[src/rbqs_pkg.sv]
// package for the ready/blocked queue scheduler
// holds queue sizing, event and command codes, sequencer states and index helpers
// no dependencies
package rbqs_pkg;

	// queue sizing
	localparam int MAX_PROCS = 16;
	localparam int IDX_W     = (MAX_PROCS > 2) ? $clog2(MAX_PROCS) : 1;
	localparam int CNT_W     = $clog2(MAX_PROCS + 1);
	localparam int PID_W     = 8;
	localparam int EV_W      = 4;
	localparam int LVL_W     = 5;

	// command codes
	localparam logic CMD_CREATE = 1'b0;
	localparam logic CMD_STEP   = 1'b1;

	// run outcome codes (anything else blocks)
	localparam logic [1:0] RUN_EXIT    = 2'd0;
	localparam logic [1:0] RUN_SUSPEND = 2'd1;

	// wake outcome codes
	localparam logic WAKE_UNBLOCK = 1'b1;

	// event codes
	localparam logic [EV_W-1:0] EV_CREATED       = 4'd0;
	localparam logic [EV_W-1:0] EV_REJECTED      = 4'd1;
	localparam logic [EV_W-1:0] EV_EXITED        = 4'd2;
	localparam logic [EV_W-1:0] EV_SUSPENDED     = 4'd3;
	localparam logic [EV_W-1:0] EV_BLOCKED       = 4'd4;
	localparam logic [EV_W-1:0] EV_READY_EMPTY   = 4'd5;
	localparam logic [EV_W-1:0] EV_STILL_BLOCKED = 4'd6;
	localparam logic [EV_W-1:0] EV_UNBLOCKED     = 4'd7;
	localparam logic [EV_W-1:0] EV_IDLE          = 4'd8;

	// sequencer states
	typedef enum logic [2:0] {
		ST_IDLE,
		ST_EXEC,
		ST_EMPTY,
		ST_WAKE,
		ST_FIN
	} state_t;

	// next slot after idx, wrapping at the queue size
	function automatic logic [IDX_W-1:0] idx_inc(input logic [IDX_W-1:0] idx);
		logic [IDX_W-1:0] res;
		if (idx == IDX_W'(MAX_PROCS - 1)) res = '0;
		else res = idx + IDX_W'(1);
		return res;
	endfunction

	// slot behind the last entry: (head + count) mod size, the sum stays below twice the size
	function automatic logic [IDX_W-1:0] idx_tail(input logic [IDX_W-1:0] head,
			input logic [CNT_W-1:0] cnt);
		logic [CNT_W+1:0] sum;
		sum = (CNT_W+2)'(head) + (CNT_W+2)'(cnt);
		if (sum >= (CNT_W+2)'(MAX_PROCS)) sum = sum - (CNT_W+2)'(MAX_PROCS);
		return IDX_W'(sum);
	endfunction

endpackage

[src/ready_blocked_queue_scheduler_top.sv]
// top level of the ready/blocked queue scheduler
// two pid queues in register arrays, one shared tail index unit, a small sequencer
// depends on rbqs_pkg
//
// channel  | dir | tdata                                      | tuser       | tlast
// s_axis   | in  | pid[7:0] run_outcome[9:8] wake_outcome[10] | cmd         | -
// m_axis   | out | proc_id[7:0] ready_level[12:8]             | event_res   | last
//          |     | blocked_level[17:13]                       |             |
//
// a word is taken while the sequencer is idle, then each result comes from its own state (create: 1, step: 1 to 3),
// and a step that finds ready empty before dispatch first passes silently into ST_EMPTY
// the sequencer pace is set by the single tail index unit and one queue write per cycle
// s_axis_tready is high only while the sequencer is idle
// each result waits in the output register; a stalled m_axis holds the sequencer
// reset clears the heads, counts, sequencer and output valid; queue slots are not cleared
module ready_blocked_queue_scheduler_top import rbqs_pkg::*; (
	input  logic        clk,
	input  logic        arst_n,
	input  logic        s_axis_tvalid,
	output logic        s_axis_tready,
	input  logic [15:0] s_axis_tdata,  // pid[7:0], run_outcome[9:8], wake_outcome[10], zeros
	input  logic        s_axis_tuser,  // cmd
	output logic        m_axis_tvalid,
	input  logic        m_axis_tready,
	output logic [23:0] m_axis_tdata,  // proc_id[7:0], ready_level[12:8], blocked_level[17:13], zeros
	output logic [3:0]  m_axis_tuser,  // event_res
	output logic        m_axis_tlast
);

	state_t state_q, state_d;

	// latched input word
	logic             cmd_q;
	logic [PID_W-1:0] pid_q;
	logic [1:0]       run_q;
	logic             wake_q;

	// queues
	logic [PID_W-1:0] rd_mem [MAX_PROCS];
	logic [PID_W-1:0] bl_mem [MAX_PROCS];
	logic [IDX_W-1:0] rd_head_q, rd_head_d, bl_head_q, bl_head_d;
	logic [CNT_W-1:0] rd_cnt_q, rd_cnt_d, bl_cnt_q, bl_cnt_d;

	// queue write port
	logic             rd_we, bl_we;
	logic [PID_W-1:0] wr_data;

	// shared tail index unit
	logic             tu_sel_bl;
	logic [IDX_W-1:0] tail_idx;

	// output register
	logic             out_valid_q;
	logic [EV_W-1:0]  out_ev_q, ev_d;
	logic [PID_W-1:0] out_id_q, id_d;
	logic [LVL_W-1:0] out_rl_q, out_bl_q;
	logic             out_last_q, last_d, out_load;

	logic             s_acc, can_emit, rd_full, bl_full, do_block, do_unblock;
	logic [PID_W-1:0] rd_top, bl_top;

	assign s_acc    = s_axis_tvalid && s_axis_tready;
	assign can_emit = !out_valid_q || m_axis_tready;
	assign rd_full  = (rd_cnt_q == CNT_W'(MAX_PROCS));
	assign bl_full  = (bl_cnt_q == CNT_W'(MAX_PROCS));
	assign rd_top   = rd_mem[rd_head_q];
	assign bl_top   = bl_mem[bl_head_q];

	// run outcome three is treated as block; a full blocked queue turns block into suspend
	assign do_block   = (run_q != RUN_EXIT) && (run_q != RUN_SUSPEND) && !bl_full;
	assign do_unblock = (wake_q == WAKE_UNBLOCK) && !rd_full;

	// tail index of the selected queue
	assign tail_idx = tu_sel_bl ? idx_tail(bl_head_q, bl_cnt_q) : idx_tail(rd_head_q, rd_cnt_q);

	// sequencer state register
	always_ff @(posedge clk or negedge arst_n) begin
		if (!arst_n) state_q <= ST_IDLE;
		else state_q <= state_d;
	end

	// next state, queue updates and result
	always_comb begin
		state_d   = state_q;
		tu_sel_bl = 1'b0;
		rd_we     = 1'b0;
		bl_we     = 1'b0;
		wr_data   = pid_q;
		rd_head_d = rd_head_q;
		rd_cnt_d  = rd_cnt_q;
		bl_head_d = bl_head_q;
		bl_cnt_d  = bl_cnt_q;
		out_load  = 1'b0;
		ev_d      = EV_IDLE;
		id_d      = '0;
		last_d    = 1'b0;
		case (state_q)
			ST_IDLE: begin
				if (s_acc) state_d = ST_EXEC;
			end
			ST_EXEC: begin
				if (cmd_q == CMD_CREATE) begin
					if (can_emit) begin
						out_load = 1'b1;
						id_d     = pid_q;
						last_d   = 1'b1;
						state_d  = ST_IDLE;
						if (rd_full) begin
							ev_d = EV_REJECTED;
						end else begin
							ev_d     = EV_CREATED;
							rd_we    = 1'b1;
							rd_cnt_d = rd_cnt_q + CNT_W'(1);
						end
					end
				end else if (rd_cnt_q == '0 && bl_cnt_q == '0) begin
					if (can_emit) begin
						out_load = 1'b1;
						ev_d     = EV_IDLE;
						last_d   = 1'b1;
						state_d  = ST_IDLE;
					end
				end else if (rd_cnt_q == '0) begin
					state_d = ST_EMPTY;
				end else if (can_emit) begin
					// dispatch the ready head
					out_load  = 1'b1;
					id_d      = rd_top;
					wr_data   = rd_top;
					rd_head_d = idx_inc(rd_head_q);
					if (run_q == RUN_EXIT) begin
						ev_d     = EV_EXITED;
						rd_cnt_d = rd_cnt_q - CNT_W'(1);
					end else if (do_block) begin
						ev_d      = EV_BLOCKED;
						tu_sel_bl = 1'b1;
						bl_we     = 1'b1;
						rd_cnt_d  = rd_cnt_q - CNT_W'(1);
						bl_cnt_d  = bl_cnt_q + CNT_W'(1);
					end else begin
						ev_d  = EV_SUSPENDED;
						rd_we = 1'b1;
					end
					// more results follow if ready ran dry or a blocked pid waits
					if (rd_cnt_d == '0) state_d = ST_EMPTY;
					else if (bl_cnt_d != '0) state_d = ST_WAKE;
					else begin
						last_d  = 1'b1;
						state_d = ST_IDLE;
					end
				end
			end
			ST_EMPTY: begin
				if (can_emit) begin
					out_load = 1'b1;
					ev_d     = EV_READY_EMPTY;
					state_d  = (bl_cnt_q != '0) ? ST_WAKE : ST_FIN;
				end
			end
			ST_WAKE: begin
				// total occupancy stays non-zero, so this is always the final result
				if (can_emit) begin
					out_load  = 1'b1;
					id_d      = bl_top;
					wr_data   = bl_top;
					last_d    = 1'b1;
					state_d   = ST_IDLE;
					bl_head_d = idx_inc(bl_head_q);
					if (do_unblock) begin
						ev_d     = EV_UNBLOCKED;
						rd_we    = 1'b1;
						rd_cnt_d = rd_cnt_q + CNT_W'(1);
						bl_cnt_d = bl_cnt_q - CNT_W'(1);
					end else begin
						ev_d      = EV_STILL_BLOCKED;
						tu_sel_bl = 1'b1;
						bl_we     = 1'b1;
					end
				end
			end
			ST_FIN: begin
				if (can_emit) begin
					out_load = 1'b1;
					ev_d     = EV_IDLE;
					last_d   = 1'b1;
					state_d  = ST_IDLE;
				end
			end
			default: begin
				state_d = ST_IDLE;
			end
		endcase
	end

	// input word capture
	always_ff @(posedge clk) begin
		if (s_acc) begin
			cmd_q  <= s_axis_tuser;
			pid_q  <= s_axis_tdata[7:0];
			run_q  <= s_axis_tdata[9:8];
			wake_q <= s_axis_tdata[10];
		end
	end

	// queue storage
	always_ff @(posedge clk) begin
		if (rd_we) rd_mem[tail_idx] <= wr_data;
		if (bl_we) bl_mem[tail_idx] <= wr_data;
	end

	// queue pointers
	always_ff @(posedge clk or negedge arst_n) begin
		if (!arst_n) begin
			rd_head_q <= '0;
			rd_cnt_q  <= '0;
			bl_head_q <= '0;
			bl_cnt_q  <= '0;
		end else begin
			rd_head_q <= rd_head_d;
			rd_cnt_q  <= rd_cnt_d;
			bl_head_q <= bl_head_d;
			bl_cnt_q  <= bl_cnt_d;
		end
	end

	// output register valid
	always_ff @(posedge clk or negedge arst_n) begin
		if (!arst_n) out_valid_q <= 1'b0;
		else if (out_load) out_valid_q <= 1'b1;
		else if (m_axis_tready) out_valid_q <= 1'b0;
	end

	// output register payload, levels taken after the update
	always_ff @(posedge clk) begin
		if (out_load) begin
			out_ev_q   <= ev_d;
			out_id_q   <= id_d;
			out_rl_q   <= LVL_W'(rd_cnt_d);
			out_bl_q   <= LVL_W'(bl_cnt_d);
			out_last_q <= last_d;
		end
	end

	assign s_axis_tready = (state_q == ST_IDLE);
	assign m_axis_tvalid = out_valid_q;
	assign m_axis_tuser  = out_ev_q;
	assign m_axis_tlast  = out_last_q;
	assign m_axis_tdata  = {6'd0, out_bl_q, out_rl_q, out_id_q};

endmodule

[config.mk]
export PLATFORM = sky130hd
export DESIGN_NAME = ready_blocked_queue_scheduler_top
export DESIGN_NICKNAME = d
export VERILOG_FILES = /design/src/rbqs_pkg.sv /design/src/ready_blocked_queue_scheduler_top.sv
export SDC_FILE = /design/constraint.sdc
export NUM_CORES = 1
export LEC_CHECK = 0
export ABC_AREA = 1
export BUFFER_PORTS_ARGS = -buffer_cell sky130_fd_sc_hd__buf_2
export CORE_UTILIZATION = 55
export DETAILED_ROUTE_END_ITERATION = 12
export GPL_ROUTABILITY_DRIVEN = 0
export PLACE_DENSITY_LB_ADDON = 0.2
export SYNTH_ARGS = -nofsm -noshare
export SYNTH_HDL_FRONTEND = slang
export SYNTH_SLANG_ARGS = --single-unit
[constraint.sdc]
create_clock -name clk -period 6.76 [get_ports clk]
set_clock_uncertainty 0.05 [all_clocks]
set_input_delay 0.338 -clock clk [delete_from_list [all_inputs] [get_ports clk]]
set_output_delay 0.338 -clock clk [all_outputs]
set_load 0.03 [all_outputs]
==> impl_metrics.env <==
export IMPL_numCtsBuffers=34
export IMPL_grt_antenna_before_repair=0
export IMPL_fin_cells=1590
export IMPL_clkSinkCount=313
export IMPL_hold_path_cell_count=1
export IMPL_cts_tree="yes"
export IMPL_yosys_warnings=0
export IMPL_seqCellArea_um2=9290
export IMPL_reg2reg_slack_ns=2.60
export IMPL_top_layer="met4"
export IMPL_cts_root_buf="clkbuf_16"
export IMPL_floorplan_initialDensity_pct=56.2
export IMPL_timing_final_crit_period_ns=4.16
export IMPL_postSynthRegisterBits=313
export IMPL_num_antenna_cells=0
export IMPL_crit_path_max_fanout=32
export IMPL_hold_path_class="primary input to flop"
export IMPL_post_route_drc_count=0
export IMPL_synthDominantCellAreaShare_pct=63.5
export IMPL_area_of_combinational_cells_with_multiple_inputs_um2=3980
export IMPL_worst_slew_pin_slew_ns=1.29
export IMPL_clock_latency_ns=0.51
export IMPL_global_route_overflow_total=0
export IMPL_hold_start="s_axis_tdata[3]"
export IMPL_critPathCaptureType="flop"
export IMPL_critical_path_startpoint_type="flop"
export IMPL_cts_root_to_sink_buffers=3
export IMPL_netlist_top_cell_by_area="edfxtp_1"
export IMPL_grt_start_max_net_pins=71
export IMPL_route_detailed_vias_per_inst=5.89
export IMPL_area_growth_synth_to_final_pct=11.9
export IMPL_reg2regPathDepth=12
export IMPL_post_route_cells_drive_above_1_share_pct=11.4
export IMPL_pwr_per_cell_area_nw_per_um2=514
export IMPL_crit_arrival_ns=3.98
export IMPL_place_detailed_hpwl_mm=20.7
export IMPL_final_fill_count=1847
export IMPL_top_level_ports=52
export IMPL_max_clock_freq_mhz=240
export IMPL_hold_path_endpoint="pid_q[3]$_DFFE_PP_"
export IMPL_synthTopCellsByArea="edfxtp_1 (64%), nor2_1 (5.3%), nand2_1 (5.1%)"
export IMPL_average_wire_per_standard_cell_um=20.6
export IMPL_rsz0062_at_grt="false"
export IMPL_run_status="completed"
export IMPL_instance_count_after_placement_with_tap_cells_included=1518
export IMPL_die_y_um=160
export IMPL_number_of_endpoints_with_negative_hold_slack_in_the_final_report=0
export IMPL_maxSlewHeadroom_pct=13.8
export IMPL_syn_area_per_cell_um2=11.5
export IMPL_worstSetupPathType="flop to flop"
export IMPL_htreeDepth=2
export IMPL_r2r_end="rd_mem[2][6]$_DFFE_PP_"
export IMPL_number_of_drc_violations_after_detailed_routing_iteration_0=1063
export IMPL_fp_row_count=57
export IMPL_wl_met2_mm=15.2
export IMPL_port_buffer_count=40
export IMPL_worst_ep_required_time_ns=6.58
export IMPL_drtPass1Iterations=5
export IMPL_fraction_of_the_yosys_area_taken_by_sequential_cells_pct=67.5
export IMPL_setup_violations_final=0
export IMPL_setup_total_negative_slack_ns=0
export IMPL_synthDistinctLibCells=46
export IMPL_timing_hold_ws_ns=0.0198
export IMPL_finalCritPeriodShare_pct=61.5
export IMPL_total_leakage_power_nw=5.53
export IMPL_path_clk_slew_ns=0.06
export IMPL_synthesis_area_um2=13800
export IMPL_finalNetCount=1277
export IMPL_async_set_reset_flop_share_out_of_synthesis_pct=7.03
export IMPL_grt_pass1_wl_mm=50.5
export IMPL_final_max_slew_violation_count=0
export IMPL_synth_edf_count=291
export IMPL_vias=9363
export IMPL_syn_inst_count=1199
export IMPL_drv_cap=0
export IMPL_postSynth_topFlopCell="edfxtp_1"
export IMPL_drt_met1_wl_mm=14.0
export IMPL_grt_pass1_vias=8757
export IMPL_die_x_um=160
export IMPL_drt_antenna_violating_nets=0
export IMPL_r2r_start="rd_cnt_q[0]$_DFF_PN0_"
export IMPL_vdd_ir_drop_max_uv=247
export IMPL_total_global_route_track_usage_pct=25.9
export IMPL_detail_route_wirelength_mm=32.8
export IMPL_fp_coreArea_um2=24500
export IMPL_met3RoutedLength_mm=2.63
export IMPL_dieArea_um2=25700
-- synthesized netlist by cell type (7+ instances only) --
| cell | count |
|---|---|
| a21oi_1 | 31 |
| buf_2 | 12 |
| buf_4 | 7 |
| clkbuf_1 | 43 |
| dfrtp_1 | 22 |
| edfxtp_1 | 291 |
| ha_1 | 13 |
| inv_1 | 48 |
| inv_2 | 9 |
| nand2_1 | 186 |
| nand2_4 | 7 |
| nand3_1 | 83 |
| nand4_1 | 7 |
| nor2_1 | 196 |
| o211ai_1 | 25 |
| o21ai_0 | 108 |
| o221ai_1 | 15 |
| o32ai_1 | 23 |
| xor2_1 | 12 |
-- stage by stage --
stage               worst slack (ns)  instance area [µm²]  util (%)  total power, W
global route                    2.32                15400      62.9         0.00833
global placement                2.74                14200      58.1         0.00608
finish                          2.60                15400      62.9         0.00792
floorplan                       3.38                13800         -         0.00516
CTS                             2.68                15400      62.9         0.00791
detailed placement              2.68                14200      58.1         0.00614
-- worst max-delay path by stage --
stage	start	end	slack, ns
floorplan	rd_cnt_q[1]$_DFF_PN0_	bl_mem[0][1]$_DFFE_PP_	3.38
global placement	m_axis_tready	rd_mem[12][5]$_DFFE_PP_	2.74
detailed placement	m_axis_tready	rd_mem[15][5]$_DFFE_PP_	2.68
CTS	rd_cnt_q[0]$_DFF_PN0_	rd_mem[14][5]$_DFFE_PP_	2.68
global route	rd_cnt_q[0]$_DFF_PN0_	rd_mem[14][5]$_DFFE_PP_	2.32
finish	rd_cnt_q[0]$_DFF_PN0_	rd_mem[2][6]$_DFFE_PP_	2.60
-- logic make-up after synthesis --
logic type / share of synthesized area, %
other cells: 0.0273
compound gates: 10.2
xor+xnor: 0.955
flops: 67.5
mux: 0.364
fa+ha+maj: 1.47
simple gates: 15.7
buf+inv: 3.81
-- metal layers --
layer | vias up | GRT usage, %
met4 | 0 | 8.92
met3 | 65 | 4.52
met5 | - | 0
met1 | 4520 | 36.7
li1 | 4361 | -
met2 | 417 | 40.6
-- layout by cell type, fill, tap and decap left out, drive strengths merged, types with 22 or more instances in the layout --
cell    netlist  layout
a21oi        32      32
buf          21      54
clkbuf       43      47
dfrtp        22      22
edfxtp      291     291
inv          58      58
nand2       197     197
nand3        85      85
nor2        207     207
o211ai       25      25
o21ai       110     110
o32ai        23      23
-- state kept, by name, summed over array words and instances (netlist names) --
register,cells
bl_mem,128
rd_mem,128
out_id_q,8
pid_q,8
bl_cnt_q,5
out_bl_q,5
out_rl_q,5
rd_cnt_q,5
bl_head_q,4
m_axis_tuser,4
rd_head_q,4
state_q,3
run_q,2
cmd_q,1
m_axis_tlast,1
m_axis_tvalid,1
wake_q,1
-- worst max-delay path, stage by stage (launching register included) --
cell	delay, ns
dfrtp_1	0.53
inv_1	0.14
ha_1	0.28
nand2_4	0.11
nor2_8	0.04
nand2_4	0.12
nand3_1	0.22
nand2_1	0.19
o21ai_0	0.31
nor2_1	0.39
inv_1	0.14
nand2_1	0.08
nand3_1	0.89
-- power breakdown --
group | leakage [nW] | internal, W | total, W | switching, W
Combinational | 2.08 | 0.000799 | 0.00309 | 0.00229
Clock | 0.524 | 0.00104 | 0.00176 | 0.000728
Sequential | 2.92 | 0.00284 | 0.00306 | 0.000217
-- layout make-up --
class                      count  share of cell area (%)
inverter                      62                    1.53
timing repair buffer          65                    2.70
sequential                   313                    60.4
clock inverter                14                   0.707
tap                          324                    2.63
clock buffer                  47                    6.24
multi-input combinational    765                    25.8
-- repair_timing --
| item | CTS | global route |
|---|---|---|
| setup endpoints to repair | 0 | 0 |
| hold endpoints to repair | 32 | 0 |
| hold buffers | 11 | 0 |
| resized for setup | 0 | 0 |
| setup buffers | 0 | 0 |
No activity file was read; power rests on OpenSTA's default activity.
